**config.mk**
```make
export PLATFORM = sky130hd
export DESIGN_NAME = relative_strength_index
export DESIGN_NICKNAME = d
export VERILOG_FILES = /design/src/rtl/rsi_pkg.sv /design/src/rtl/rsi_div.sv /design/src/rtl/relative_strength_index.sv
export SDC_FILE = /design/constraint.sdc
export NUM_CORES = 2
export LEC_CHECK = 0
export BUFFER_PORTS_ARGS = -buffer_cell sky130_fd_sc_hd__buf_2
export CAP_MARGIN = 20
export CORE_MARGIN = 5
export CORE_UTILIZATION = 37
export CTS_CLUSTER_DIAMETER = 40
export DETAILED_ROUTE_END_ITERATION = 12
export GPL_ROUTABILITY_DRIVEN = 0
export PLACE_DENSITY = 0.57
export RECOVER_POWER = 100
export SLEW_MARGIN = 10
export SYNTH_ARGS = -nofsm -noshare
export SYNTH_HDL_FRONTEND = slang
export SYNTH_SLANG_ARGS = --single-unit
export TNS_END_PERCENT = 100
```
**constraint.sdc**
```tcl
create_clock -name aclk -period 11.1 [get_ports aclk]
set_clock_uncertainty 0.2 [all_clocks]
set_input_delay 3.33 -clock aclk [delete_from_list [all_inputs] [get_ports aclk]]
set_output_delay 3.33 -clock aclk [all_outputs]
set_load 0.05 [all_outputs]
```
**src/rtl/rsi_pkg.sv**
```systemverilog
// ----------------------------------------------------------------------------
// Relative strength index package
// Field widths, transaction types, sequencer codes and defaults.
// ----------------------------------------------------------------------------
package rsi_pkg;

    localparam int PERIOD_W        = 9;
    localparam int PRICE_W         = 32;
    localparam int ACC_W           = 56;
    localparam int AVG_W           = 48;
    localparam int RSI_W           = 23;
    localparam int NUMER_W         = 64;
    localparam int RSI_SCALE       = 100;
    localparam int RSI_SCALE_W     = 7;
    localparam int STEP_W          = 7;
    localparam int DEF_MAX_PERIOD  = 256;
    localparam int DEF_FRAC_BITS   = 16;
    localparam logic [PERIOD_W-1:0] PERIOD_RESET = 9'd14;

    typedef struct packed {
        logic [PRICE_W-1:0] price;
        logic               new_series;
    } in_item_t;

    typedef struct packed {
        logic [RSI_W-1:0] rsi_value;
        logic [AVG_W-1:0] avg_gain;
        logic [AVG_W-1:0] avg_loss;
    } out_item_t;

    // Command from the sequencer to the divider.
    typedef struct packed {
        logic              load;
        logic [STEP_W-1:0] steps;
    } div_ctl_t;

    typedef enum logic [4:0] {
        ST_IDLE   = 5'b00001,
        ST_MUL    = 5'b00010,
        ST_LOAD   = 5'b00100,
        ST_DIV    = 5'b01000,
        ST_RESULT = 5'b10000
    } rsi_state_t;

    typedef enum logic [2:0] {
        PH_GAIN  = 3'b001,
        PH_LOSS  = 3'b010,
        PH_RATIO = 3'b100
    } rsi_phase_t;

endpackage

```
**src/rtl/rsi_div.sv**
```systemverilog
// ----------------------------------------------------------------------------
// Relative strength index divider
// Restoring divider, one quotient bit per cycle, shared by all divisions.
// ----------------------------------------------------------------------------
module rsi_div #(
    parameter int NUM_W = 79,
    parameter int DEN_W = 57
) (
    input  logic                 aclk,
    input  logic                 aresetn,
    input  rsi_pkg::div_ctl_t    ctl,
    input  logic [NUM_W-1:0]     num,
    input  logic [DEN_W-1:0]     den,
    output logic                 done,
    output logic [NUM_W-1:0]     quot
);

    logic [NUM_W-1:0]          shift_reg, shift_next;
    logic [DEN_W-1:0]          rem_reg, rem_next;
    logic [DEN_W-1:0]          den_reg, den_next;
    logic [rsi_pkg::STEP_W-1:0] cnt_reg, cnt_next;
    logic                      done_reg, done_next;

    logic [DEN_W:0] rem_shift;
    logic [DEN_W:0] diff;
    logic           ge;

    // The dividend shifts out at the top while quotient bits enter at the
    // bottom, so after the last step the low bits hold the quotient.
    assign rem_shift = {rem_reg, shift_reg[NUM_W-1]};
    assign ge        = rem_shift >= (DEN_W+1)'(den_reg);
    assign diff      = rem_shift - (DEN_W+1)'(den_reg);

    always_comb begin
        shift_next = shift_reg;
        rem_next   = rem_reg;
        den_next   = den_reg;
        cnt_next   = cnt_reg;
        done_next  = 1'b0;
        if (ctl.load) begin
            shift_next = num;
            rem_next   = '0;
            den_next   = den;
            cnt_next   = ctl.steps;
        end else if (cnt_reg != '0) begin
            shift_next = {shift_reg[NUM_W-2:0], ge};
            rem_next   = ge ? diff[DEN_W-1:0] : rem_shift[DEN_W-1:0];
            cnt_next   = cnt_reg - 1'b1;
            done_next  = (cnt_reg == rsi_pkg::STEP_W'(1));
        end
    end

    always_ff @(posedge aclk) begin
        if (!aresetn) begin
            cnt_reg  <= '0;
            done_reg <= 1'b0;
        end else begin
            cnt_reg  <= cnt_next;
            done_reg <= done_next;
        end
    end

    always_ff @(posedge aclk) begin
        shift_reg <= shift_next;
        rem_reg   <= rem_next;
        den_reg   <= den_next;
    end

    assign done = done_reg;
    assign quot = shift_reg;

endmodule

```
**src/rtl/relative_strength_index.sv**
```systemverilog
// ----------------------------------------------------------------------------
// Relative strength index
// Wilder RSI over a price stream, fixed point, one shared serial divider.
// ----------------------------------------------------------------------------
// Each input transaction carries one price in integer ticks. The first price
// after reset, or any price flagged new_series, only restarts the series and
// produces no result; it is taken and the block stays ready. While the first
// period changes are gathered, each price is also taken with no result. The
// change that completes the period seeds both averages, and every change after
// it smooths them with avg = (avg*(period-1) + change)/period; these transactions
// each produce one result carrying the RSI and both averages, all with
// FRAC_BITS fraction bits. Such a transaction occupies the block for a gain
// average division, a loss average division and a ratio division, the ratio
// being skipped when either average is zero. All three run in turn on the
// single restoring divider, which retires one quotient bit per cycle; s_ready
// is low for that whole time. A finished result sits in an output register,
// so the next transaction is taken while it waits for m_ready. The period
// register is written through cfg_wr_en and cfg_wr_data; 0 acts as 1 and
// values above MAX_PERIOD act as MAX_PERIOD.
// ----------------------------------------------------------------------------
module relative_strength_index #(
    parameter int MAX_PERIOD = rsi_pkg::DEF_MAX_PERIOD,
    parameter int FRAC_BITS  = rsi_pkg::DEF_FRAC_BITS
) (
    input  logic                          aclk,
    input  logic                          aresetn,
    input  logic                          s_valid,
    output logic                          s_ready,
    input  rsi_pkg::in_item_t             s_data,
    output logic                          m_valid,
    input  logic                          m_ready,
    output rsi_pkg::out_item_t            m_data,
    input  logic                          cfg_wr_en,
    input  logic [rsi_pkg::PERIOD_W-1:0]  cfg_wr_data
);

    // Period and change counter width, enough to hold MAX_PERIOD itself.
    localparam int P_W     = $clog2(MAX_PERIOD + 1);
    // The ratio numerator is G * 100 << FRAC_BITS.
    localparam int RATIO_W = rsi_pkg::ACC_W + rsi_pkg::RSI_SCALE_W + FRAC_BITS;
    localparam int DEN_W   = rsi_pkg::ACC_W + 1;
    localparam int NUM_PAD = RATIO_W - rsi_pkg::NUMER_W;
    localparam logic [RATIO_W-1:0] RSI_FULL = RATIO_W'(rsi_pkg::RSI_SCALE) << FRAC_BITS;

    // Control state.
    rsi_pkg::rsi_state_t           state_reg, state_next;
    rsi_pkg::rsi_phase_t           phase_reg, phase_next;
    logic [rsi_pkg::PERIOD_W-1:0]  period_reg, period_next;
    logic                          has_prior_reg, has_prior_next;
    logic                          seeded_reg, seeded_next;
    logic [P_W-1:0]                changes_seen_reg, changes_seen_next;
    logic                          m_valid_reg, m_valid_next;

    // Datapath state.
    logic [rsi_pkg::PRICE_W-1:0]   prior_price_reg, prior_price_next;
    logic [rsi_pkg::ACC_W-1:0]     gain_accum_reg, gain_accum_next;
    logic [rsi_pkg::ACC_W-1:0]     loss_accum_reg, loss_accum_next;
    logic [rsi_pkg::PRICE_W-1:0]   change_g_reg, change_g_next;
    logic [rsi_pkg::PRICE_W-1:0]   change_l_reg, change_l_next;
    logic                          seed_mode_reg, seed_mode_next;
    logic [P_W-1:0]                p_reg, p_next;
    logic [RATIO_W-1:0]            num_reg, num_next;
    logic [DEN_W-1:0]              den_reg, den_next;
    logic [rsi_pkg::STEP_W-1:0]    steps_reg, steps_next;
    logic [rsi_pkg::RSI_W-1:0]     rsi_reg, rsi_next;
    rsi_pkg::out_item_t            out_reg, out_next;

    // Combinational helpers.
    logic                          accept;
    logic [P_W-1:0]                p_clamp;
    logic [P_W-1:0]                pm1;
    logic                          rising;
    logic [rsi_pkg::PRICE_W-1:0]   gain_in;
    logic [rsi_pkg::PRICE_W-1:0]   loss_in;
    logic [rsi_pkg::ACC_W-1:0]     gain_sum;
    logic [rsi_pkg::ACC_W-1:0]     loss_sum;
    logic [P_W-1:0]                cnt_inc;
    logic [rsi_pkg::ACC_W-1:0]     acc_sel;
    logic [rsi_pkg::PRICE_W-1:0]   chg_sel;
    logic [rsi_pkg::NUMER_W-1:0]   seed_num;
    logic [rsi_pkg::NUMER_W-1:0]   smooth_num;
    logic [rsi_pkg::NUMER_W-1:0]   avg_num;
    logic [RATIO_W-1:0]            ratio_num;
    logic [DEN_W-1:0]              ratio_den;

    rsi_pkg::div_ctl_t             div_ctl;
    logic                          div_done;
    logic [RATIO_W-1:0]            div_quot;

    assign accept = s_valid && s_ready;

    // Out-of-range periods are folded into 1 .. MAX_PERIOD.
    always_comb begin
        if (period_reg == '0) begin
            p_clamp = P_W'(1);
        end else if (32'(period_reg) > 32'(MAX_PERIOD)) begin
            p_clamp = P_W'(MAX_PERIOD);
        end else begin
            p_clamp = P_W'(period_reg);
        end
    end

    assign rising   = s_data.price > prior_price_reg;
    assign gain_in  = rising ? (s_data.price - prior_price_reg) : '0;
    assign loss_in  = rising ? '0 : (prior_price_reg - s_data.price);
    assign gain_sum = gain_accum_reg + rsi_pkg::ACC_W'(gain_in);
    assign loss_sum = loss_accum_reg + rsi_pkg::ACC_W'(loss_in);
    assign cnt_inc  = changes_seen_reg + P_W'(1);

    // Numerator of the average update for the phase in progress. Both forms
    // wrap at 64 bits, matching the width of the averaging arithmetic.
    assign pm1        = p_reg - P_W'(1);
    assign acc_sel    = (phase_reg == rsi_pkg::PH_GAIN) ? gain_accum_reg : loss_accum_reg;
    assign chg_sel    = (phase_reg == rsi_pkg::PH_GAIN) ? change_g_reg : change_l_reg;
    assign seed_num   = rsi_pkg::NUMER_W'(acc_sel) << FRAC_BITS;
    assign smooth_num = rsi_pkg::NUMER_W'(rsi_pkg::NUMER_W'(acc_sel) * rsi_pkg::NUMER_W'(pm1))
                      + (rsi_pkg::NUMER_W'(chg_sel) << FRAC_BITS);
    assign avg_num    = seed_mode_reg ? seed_num : smooth_num;

    // RSI = G * (100 << FRAC_BITS) / (G + L).
    assign ratio_num = (RATIO_W'(gain_accum_reg) * RATIO_W'(rsi_pkg::RSI_SCALE)) << FRAC_BITS;
    assign ratio_den = DEN_W'(gain_accum_reg) + DEN_W'(loss_accum_reg);

    always_comb begin
        state_next        = state_reg;
        phase_next        = phase_reg;
        period_next       = period_reg;
        has_prior_next    = has_prior_reg;
        seeded_next       = seeded_reg;
        changes_seen_next = changes_seen_reg;
        m_valid_next      = m_valid_reg;
        prior_price_next  = prior_price_reg;
        gain_accum_next   = gain_accum_reg;
        loss_accum_next   = loss_accum_reg;
        change_g_next     = change_g_reg;
        change_l_next     = change_l_reg;
        seed_mode_next    = seed_mode_reg;
        p_next            = p_reg;
        num_next          = num_reg;
        den_next          = den_reg;
        steps_next        = steps_reg;
        rsi_next          = rsi_reg;
        out_next          = out_reg;
        div_ctl.load      = 1'b0;
        div_ctl.steps     = steps_reg;

        if (cfg_wr_en) begin
            period_next = cfg_wr_data;
        end

        if (m_valid_reg && m_ready) begin
            m_valid_next = 1'b0;
        end

        unique case (state_reg)
            rsi_pkg::ST_IDLE: begin
                if (accept) begin
                    prior_price_next = s_data.price;
                    if (s_data.new_series || !has_prior_reg) begin
                        // Start of a series: only the price is kept.
                        has_prior_next    = 1'b1;
                        seeded_next       = 1'b0;
                        changes_seen_next = '0;
                        gain_accum_next   = '0;
                        loss_accum_next   = '0;
                    end else if (!seeded_reg) begin
                        gain_accum_next = gain_sum;
                        loss_accum_next = loss_sum;
                        if (cnt_inc >= p_clamp) begin
                            seeded_next       = 1'b1;
                            changes_seen_next = '0;
                            seed_mode_next    = 1'b1;
                            p_next            = p_clamp;
                            phase_next        = rsi_pkg::PH_GAIN;
                            state_next        = rsi_pkg::ST_MUL;
                        end else begin
                            changes_seen_next = cnt_inc;
                        end
                    end else begin
                        change_g_next  = gain_in;
                        change_l_next  = loss_in;
                        seed_mode_next = 1'b0;
                        p_next         = p_clamp;
                        phase_next     = rsi_pkg::PH_GAIN;
                        state_next     = rsi_pkg::ST_MUL;
                    end
                end
            end

            rsi_pkg::ST_MUL: begin
                if (phase_reg == rsi_pkg::PH_RATIO) begin
                    if (loss_accum_reg == '0) begin
                        rsi_next   = RSI_FULL[rsi_pkg::RSI_W-1:0];
                        state_next = rsi_pkg::ST_RESULT;
                    end else if (gain_accum_reg == '0) begin
                        rsi_next   = '0;
                        state_next = rsi_pkg::ST_RESULT;
                    end else begin
                        num_next   = ratio_num;
                        den_next   = ratio_den;
                        steps_next = rsi_pkg::STEP_W'(RATIO_W);
                        state_next = rsi_pkg::ST_LOAD;
                    end
                end else begin
                    // The 64-bit dividend is left-aligned so that its quotient
                    // lands in the low bits after 64 steps.
                    num_next   = {avg_num, {NUM_PAD{1'b0}}};
                    den_next   = DEN_W'(p_reg);
                    steps_next = rsi_pkg::STEP_W'(rsi_pkg::NUMER_W);
                    state_next = rsi_pkg::ST_LOAD;
                end
            end

            rsi_pkg::ST_LOAD: begin
                div_ctl.load = 1'b1;
                state_next   = rsi_pkg::ST_DIV;
            end

            rsi_pkg::ST_DIV: begin
                if (div_done) begin
                    unique case (phase_reg)
                        rsi_pkg::PH_GAIN: begin
                            gain_accum_next = div_quot[rsi_pkg::ACC_W-1:0];
                            phase_next      = rsi_pkg::PH_LOSS;
                            state_next      = rsi_pkg::ST_MUL;
                        end
                        rsi_pkg::PH_LOSS: begin
                            loss_accum_next = div_quot[rsi_pkg::ACC_W-1:0];
                            phase_next      = rsi_pkg::PH_RATIO;
                            state_next      = rsi_pkg::ST_MUL;
                        end
                        rsi_pkg::PH_RATIO: begin
                            rsi_next   = div_quot[rsi_pkg::RSI_W-1:0];
                            state_next = rsi_pkg::ST_RESULT;
                        end
                        default: begin
                            state_next = rsi_pkg::ST_IDLE;
                        end
                    endcase
                end
            end

            rsi_pkg::ST_RESULT: begin
                // Wait here only while an older result is still unclaimed.
                if (!m_valid_reg || m_ready) begin
                    out_next.rsi_value = rsi_reg;
                    out_next.avg_gain  = gain_accum_reg[rsi_pkg::AVG_W-1:0];
                    out_next.avg_loss  = loss_accum_reg[rsi_pkg::AVG_W-1:0];
                    m_valid_next       = 1'b1;
                    state_next         = rsi_pkg::ST_IDLE;
                end
            end

            default: begin
                state_next = rsi_pkg::ST_IDLE;
            end
        endcase
    end

    always_ff @(posedge aclk) begin
        if (!aresetn) begin
            state_reg        <= rsi_pkg::ST_IDLE;
            phase_reg        <= rsi_pkg::PH_GAIN;
            period_reg       <= rsi_pkg::PERIOD_RESET;
            has_prior_reg    <= 1'b0;
            seeded_reg       <= 1'b0;
            changes_seen_reg <= '0;
            m_valid_reg      <= 1'b0;
        end else begin
            state_reg        <= state_next;
            phase_reg        <= phase_next;
            period_reg       <= period_next;
            has_prior_reg    <= has_prior_next;
            seeded_reg       <= seeded_next;
            changes_seen_reg <= changes_seen_next;
            m_valid_reg      <= m_valid_next;
        end
    end

    always_ff @(posedge aclk) begin
        prior_price_reg <= prior_price_next;
        gain_accum_reg  <= gain_accum_next;
        loss_accum_reg  <= loss_accum_next;
        change_g_reg    <= change_g_next;
        change_l_reg    <= change_l_next;
        seed_mode_reg   <= seed_mode_next;
        p_reg           <= p_next;
        num_reg         <= num_next;
        den_reg         <= den_next;
        steps_reg       <= steps_next;
        rsi_reg         <= rsi_next;
        out_reg         <= out_next;
    end

    rsi_div #(
        .NUM_W (RATIO_W),
        .DEN_W (DEN_W)
    ) u_rsi_div (
        .aclk    (aclk),
        .aresetn (aresetn),
        .ctl     (div_ctl),
        .num     (num_reg),
        .den     (den_reg),
        .done    (div_done),
        .quot    (div_quot)
    );

    assign s_ready = (state_reg == rsi_pkg::ST_IDLE);
    assign m_valid = m_valid_reg;
    assign m_data  = out_reg;

endmodule

```
Word-level counts from Yosys, hierarchy flattened --
Index checks and enable logic that the tools add are counted. Widths: inputs -> output; s select.
Word-level totals: word-level logic and storage cells 168, register bits after elaboration 733, input port bits 47, output and inout bits 121
Cells by class: multipliers 2, mux-type cells 69, add/subtract/negate cells 10, equality and inequality tests 24, bitwise gates (word level) 3, reductions and logical operators 28, magnitude comparators 4
Operators with widths (count):
- $mux 56 | 11
- $mux 79 | 5
- $pmux 56 s2 | 2
- $mux 57 | 3
- $mux 23 | 5
- $add 56x32->56 | 2
- $logic_not 56->1 | 2
- $mux 32 | 3
- $mux 9 | 8
- $add 64x48->64 | 1
- $mul 56x9->64 | 1
- $mux 64 | 1
- $sub 32x32->32 | 2
- $mul 56x5->61 const B | 1
- $ge 58x57->1 | 1
- $add 56x56->57 | 1
- $sub 57x57->57 | 1
- $pmux 23 s2 | 1
- $mux 5 | 9
- $gt 32x32->1 | 1
- $mux 7 | 4
- $pmux 5 s5 | 1
- $reduce_and 5->1 | 4
- $ne 2x2->1 const B | 8
- 35 further kinds | 62

Depth between registers and ports, before layout --
word-level depth 9, depth in mapped cells 32, depth with buffers taken out 29

Modules after synthesis --
A second synthesis with hierarchy kept.
Unflattened totals: cells, all modules 6955, area total of the unflattened synthesis 65922.0 µm²
Modules (own cells, without submodules):
- relative_strength_index | area each 54091.9 µm², instances 1, seq. area each 15054.4 µm², cells an instance 5787
- rsi_div | area each 11830.1 µm², instances 1, seq. area each 5385.2 µm², cells an instance 1168

Worst setup path before layout --
No wires, ideal clock.
path kind in2reg, start in m_ready, end reg out_reg (netlist bit m_data[0]), enable pin, data required time 10.289 ns, setup slack 1.584 ns, library setup time 0.611 ns, arrival 8.705 ns, stages on the path 2, path buffers 0, path through nand2b_1 > nor2b_1
On the way: word-level cells in the longest chain between the ends 2
RTL lines:
- start: declaration | RTL line relative_strength_index.sv:31 | input logic m_ready,
- $logic_or 1x1->1 | RTL line relative_strength_index.sv:245 | if (!m_valid_reg || m_ready) begin
- $reduce_and 2->1 (no source line)
- end signal: assignment | RTL line relative_strength_index.sv:292 | out_reg <= out_next;
- end: declaration | RTL line relative_strength_index.sv:66 | rsi_pkg::out_item_t out_reg, out_next;
No other way between the ends. A chain may end at the register's enable or synchronous reset.

Final worst setup path --
start reg phase_reg[1], end reg num_reg[76] (data pin)
On the way: word-level cells in the longest chain between the ends 6, elaborated cells between the ends (all ways) 8, classes of those cells add/sub: 1; mul: 1; eq/ne: 2; mux: 4
RTL lines:
- start: declaration | RTL line relative_strength_index.sv:47 | rsi_pkg::rsi_phase_t phase_reg, phase_next;
- start signal: assignment | RTL line relative_strength_index.sv:263 | phase_reg <= rsi_pkg::PH_GAIN;
- start signal: assignment | RTL line relative_strength_index.sv:271 | phase_reg <= phase_next;
- $eq 3x1->1 | RTL line relative_strength_index.sv:113, relative_strength_index.sv:114
- $mux 56 | RTL line relative_strength_index.sv:113 | assign acc_sel = (phase_reg == rsi_pkg::PH_GAIN) ? gain_accum_reg : loss_accum_reg;
- $mul 56x9->64 | RTL line relative_strength_index.sv:116 | assign smooth_num = rsi_pkg::NUMER_W'(rsi_pkg::NUMER_W'(acc_sel) * rsi_pkg::NUMER_W'(pm1))
- $add 64x48->64 | RTL line relative_strength_index.sv:117 | + (rsi_pkg::NUMER_W'(chg_sel) << FRAC_BITS);
- $mux 64 | RTL line relative_strength_index.sv:118 | assign avg_num = seed_mode_reg ? seed_num : smooth_num;
- $mux 79 * | RTL line relative_strength_index.sv:191 | if (phase_reg == rsi_pkg::PH_RATIO) begin
- end signal: assignment | RTL line relative_strength_index.sv:288 | num_reg <= num_next;
- end: declaration | RTL line relative_strength_index.sv:62 | logic [RATIO_W-1:0] num_reg, num_next;
Mark *: on every way between the ends. The rest lies on a longest branch, timed or not.

==> reports/metrics.cfg <==
[timing]
fin_crit_ns = 10.28
rsz0062_at_grt = no
relSlewSlack_pct = -202
fin_crit_sh_pct = 92.6
tightest_slew_ns = 4.54
hold_viol = 0
setup_viol = 0
slew_viol_final = 947
fmax_mhz = 97.3
setup_tns_ns = 0

[yosys]
ys_seq_area_share_pct = 31.4
syn_area_um2 = 65000
synth_seq_cells = 712
postSynthCellCount = 7000
yosysWarnings = 0
synth-edff-count = 618
syn-num-nets = 8076
ys.flop_type = edfxtp_1
async_flop_share_pct = 0
syn_area_per_cell_um2 = 9.29
ys_types = 99

[worst_setup_path]
reg2reg_to = num_reg[76]
ff2ff_path_depth = 26
cpMaxStageDelayCell = nor2_1
worst-path-buf-inv = 5
setup.worst_path.end_class = flop
crit_type = reg2reg
crit_family = adder cells
crit_required_ns = 11.34
worstReg2RegStart = phase_reg[1]
crit_path_max_incr_delay_ns = 0.90
worstPathArrival_ns = 10.52
crit_path_max_fanout = 32
cp-start-kind = flop
reg2reg_slack_ns = 0.82
crit_path_frequent_cell = fa_1
cp.depth = 26

[routing]
vias_per_cell = 5.56
firstDrtPassIters = 6
drt-total-wl_um = 221000
ant_nets = 0
drc = 0
vias = 53000
drtIter0Drc = 4961
wire_per_inst_um = 23.2

[outcome]
violations = max-capacitance violations, max-slew violations
run_status = finished with violations

[worst_hold_path]
min_from = rsi_reg[13]
min_path_cells = 0
hold_class = reg2reg
min_to = m_data[109]

[global_routing]
track_usage_pct = 23.5
antenna_found_initial = 11
grt_pass1_wl_um = 333000
grt_max_degree = 85
overflow = 0
first_global_vias = 52700

[die]
fp.dieW_um = 429
num_rows = 153
initial_core_util_pct = 37.3
die_h_um = 429
die_area_um2 = 184000
boundaryPins = 168
coreArea_um2 = 174000

[clock_network]
clk_pin_slew_ns = 0.06
cts_resized = 0
postCtsHoldBufs = 0
cts_setup_buffers = 0
clock_sinks = 712
clk_latency_ns = 0.74
cts_root_buf = clkbuf_16
cts_max_level = 3
clockBufferDepth = 3
tritoncts = built
numCtsBuffers = 98

[run]
max-cap-violations = 21

[cells_and_area]
drive_above_1_share_pct = 6.19
area_growth_pct = 10.4
finalNetCount = 8186
largest_reg_flops = 119

[power_and_ir_drop]
leakagePower_nw = 32.1
pwr_density_cell_nw_per_um2 = 244
ir_drop_mv = 0.267
p_total_mw = 17.5

[placed_design]
dp_hpwl_um = 174000
portBuffers = 167

## synth_stat cells (all sizes together), types with 11 or more instances
cell	count	area share, %
inv	868	5.0
nor2	679	3.9
nand2	662	3.8
edfxtp	618	29
ha	562	11
fa	467	14
a21oi	439	3.4
o21ai	373	2.9
clkbuf	212	1.2
xnor2	212	2.9
a21o	201	2.3
xor2	146	2.0
or2	141	1.4
nor3	132	1.0
mux2i	115	1.8
dfxtp	94	2.9
nand4	92	0.92
o21bai	88	1.0
nand3	86	0.66
a211oi	81	0.97
nand2b	66	0.63
buf	53	0.39
and3	52	0.50
o21a	46	0.54
nor2b	44	0.42
nor4	44	0.43
a31oi	43	0.41
and2	43	0.41
o211ai	34	0.40
o31ai	26	0.30
or3	23	0.22
a21boi	18	0.21
mux2	17	0.29
a2111oi	14	0.24
nor3b	14	0.16
o22ai	14	0.13
a221oi	12	0.18
a41o	11	0.17
o2111ai	11	0.16
## per-stage QoR
| step | hold WS [ns] | util, % | setup WS [ns] | cells | cell area (µm²) |
|---|---|---|---|---|---|
| finish | 0.181 | 41.2 | 0.821 | 9526 | 71800 |
| detailed placement | 0.205 | 39.5 | 0.800 | 9333 | 68900 |
| CTS | 0.191 | 41.5 | 1.55 | 9515 | 72300 |
| global route | 0.198 | 41.2 | 0.483 | 9517 | 71800 |
| floorplan | 0.200 | - | 1.58 | 7000 | 65000 |
| global placement | 0.201 | 39.5 | 0.840 | 9329 | 68800 |
## area by class of cell
cell class / count / area [µm²]
multi-input cells: 5151 / 40400
flip-flops and latches: 712 / 20400
fillers: 17200 / 103000
inverters: 872 / 3280
repair buffers: 275 / 1390
clock inverters: 74 / 905
clock buffers: 108 / 2510
diodes: 9 / 22.5
well taps: 2325 / 2910
## power by group
part | total, mW | leakage [nW] | switching, mW | internal, mW
clock | 3.27 | 1.63 | 1.39 | 1.88
sequential | 3.65 | 6.51 | 0.284 | 3.37
combinational | 10.6 | 24.0 | 6.71 | 3.87
## layer usage
metal	share of wire [%]	routed length (µm)	track usage (%)	vias to the layer above
met5	0.014	31	0	-
met4	5.3	11600	10.6	4
met3	7.8	17300	3.99	435
met2	45	99400	37.1	2170
met1	42	92500	31.6	26100
li1	-	-	-	24300
## cells in the final DEF (no fill, tap or decap), types with 14 or more instances in the layout
cell type  count
clkbuf_1     208
or2_2        140
nand2_1      661
nor3b_1       14
or3_1         23
o21a_1        45
and2_1        25
nor2_1       677
buf_4         58
nor4_1        43
nor2b_1       44
xnor2_1      208
inv_1        865
a211oi_1      79
ha_1         562
nand4_1       91
xor2_1       142
o211ai_1      34
o21ai_0      367
clkinv_4      15
a21o_1       201
edfxtp_1     618
mux2_2        17
and2_0        18
o21bai_1      88
nand2b_1      66
and3_1        52
a21boi_0      17
o31ai_1       25
o22ai_1       14
a21oi_1      437
nand3_1       85
a31oi_1       43
mux2i_1      103
clkbuf_16     99
nor3_1       132
dfxtp_1       94
fa_1         467
## how the worst max path moves through the flow
| stage | from | endpoint | slack (ns) |
|---|---|---|---|
| after global routing | phase_reg[1] | num_reg[76] | 0.48 |
| after global placement | s_data[1] | gain_accum_reg[51] | 0.84 |
| final | phase_reg[1] | num_reg[76] | 0.82 |
| after floorplan | m_ready | m_data[0] | 1.58 |
| after CTS | s_data[1] | gain_accum_reg[53] | 1.55 |
| after detailed placement | s_data[1] | gain_accum_reg[51] | 0.80 |
## worst register-to-register path, cell delays in order, from the launching register on
cell	delay, ns
dfxtp_1	0.35
nand2b_1	0.18
nor2_1	0.90
buf_12	0.30
buf_12	0.32
mux2i_1	0.49
clkbuf_1	0.61
nor2_1	0.15
fa_1	0.55
fa_1	0.53
fa_1	0.52
fa_1	0.54
inv_1	0.05
fa_1	0.54
inv_1	0.05
ha_1	0.39
nand4_1	0.19
a2111oi_0	0.37
o21ai_0	0.27
a21oi_2	0.32
o211ai_1	0.16
a31o_1	0.35
o21a_4	0.28
o31ai_1	0.57
a21oi_1	0.24
xor2_1	0.38
o221ai_1	0.19
## cell families after synthesis
group | count (synthesis) | synth area share [%]
and+or+nand+nor | 2113 | 14.9
AOI/OAI and AO/OA | 1519 | 14.9
buffers and inverters | 1137 | 6.65
adders and majority gates | 1029 | 25.2
DFF | 712 | 31.4
xor gates and xnor gates | 358 | 4.82
muxes | 132 | 2.06
Power figures use the tool's default switching activity.
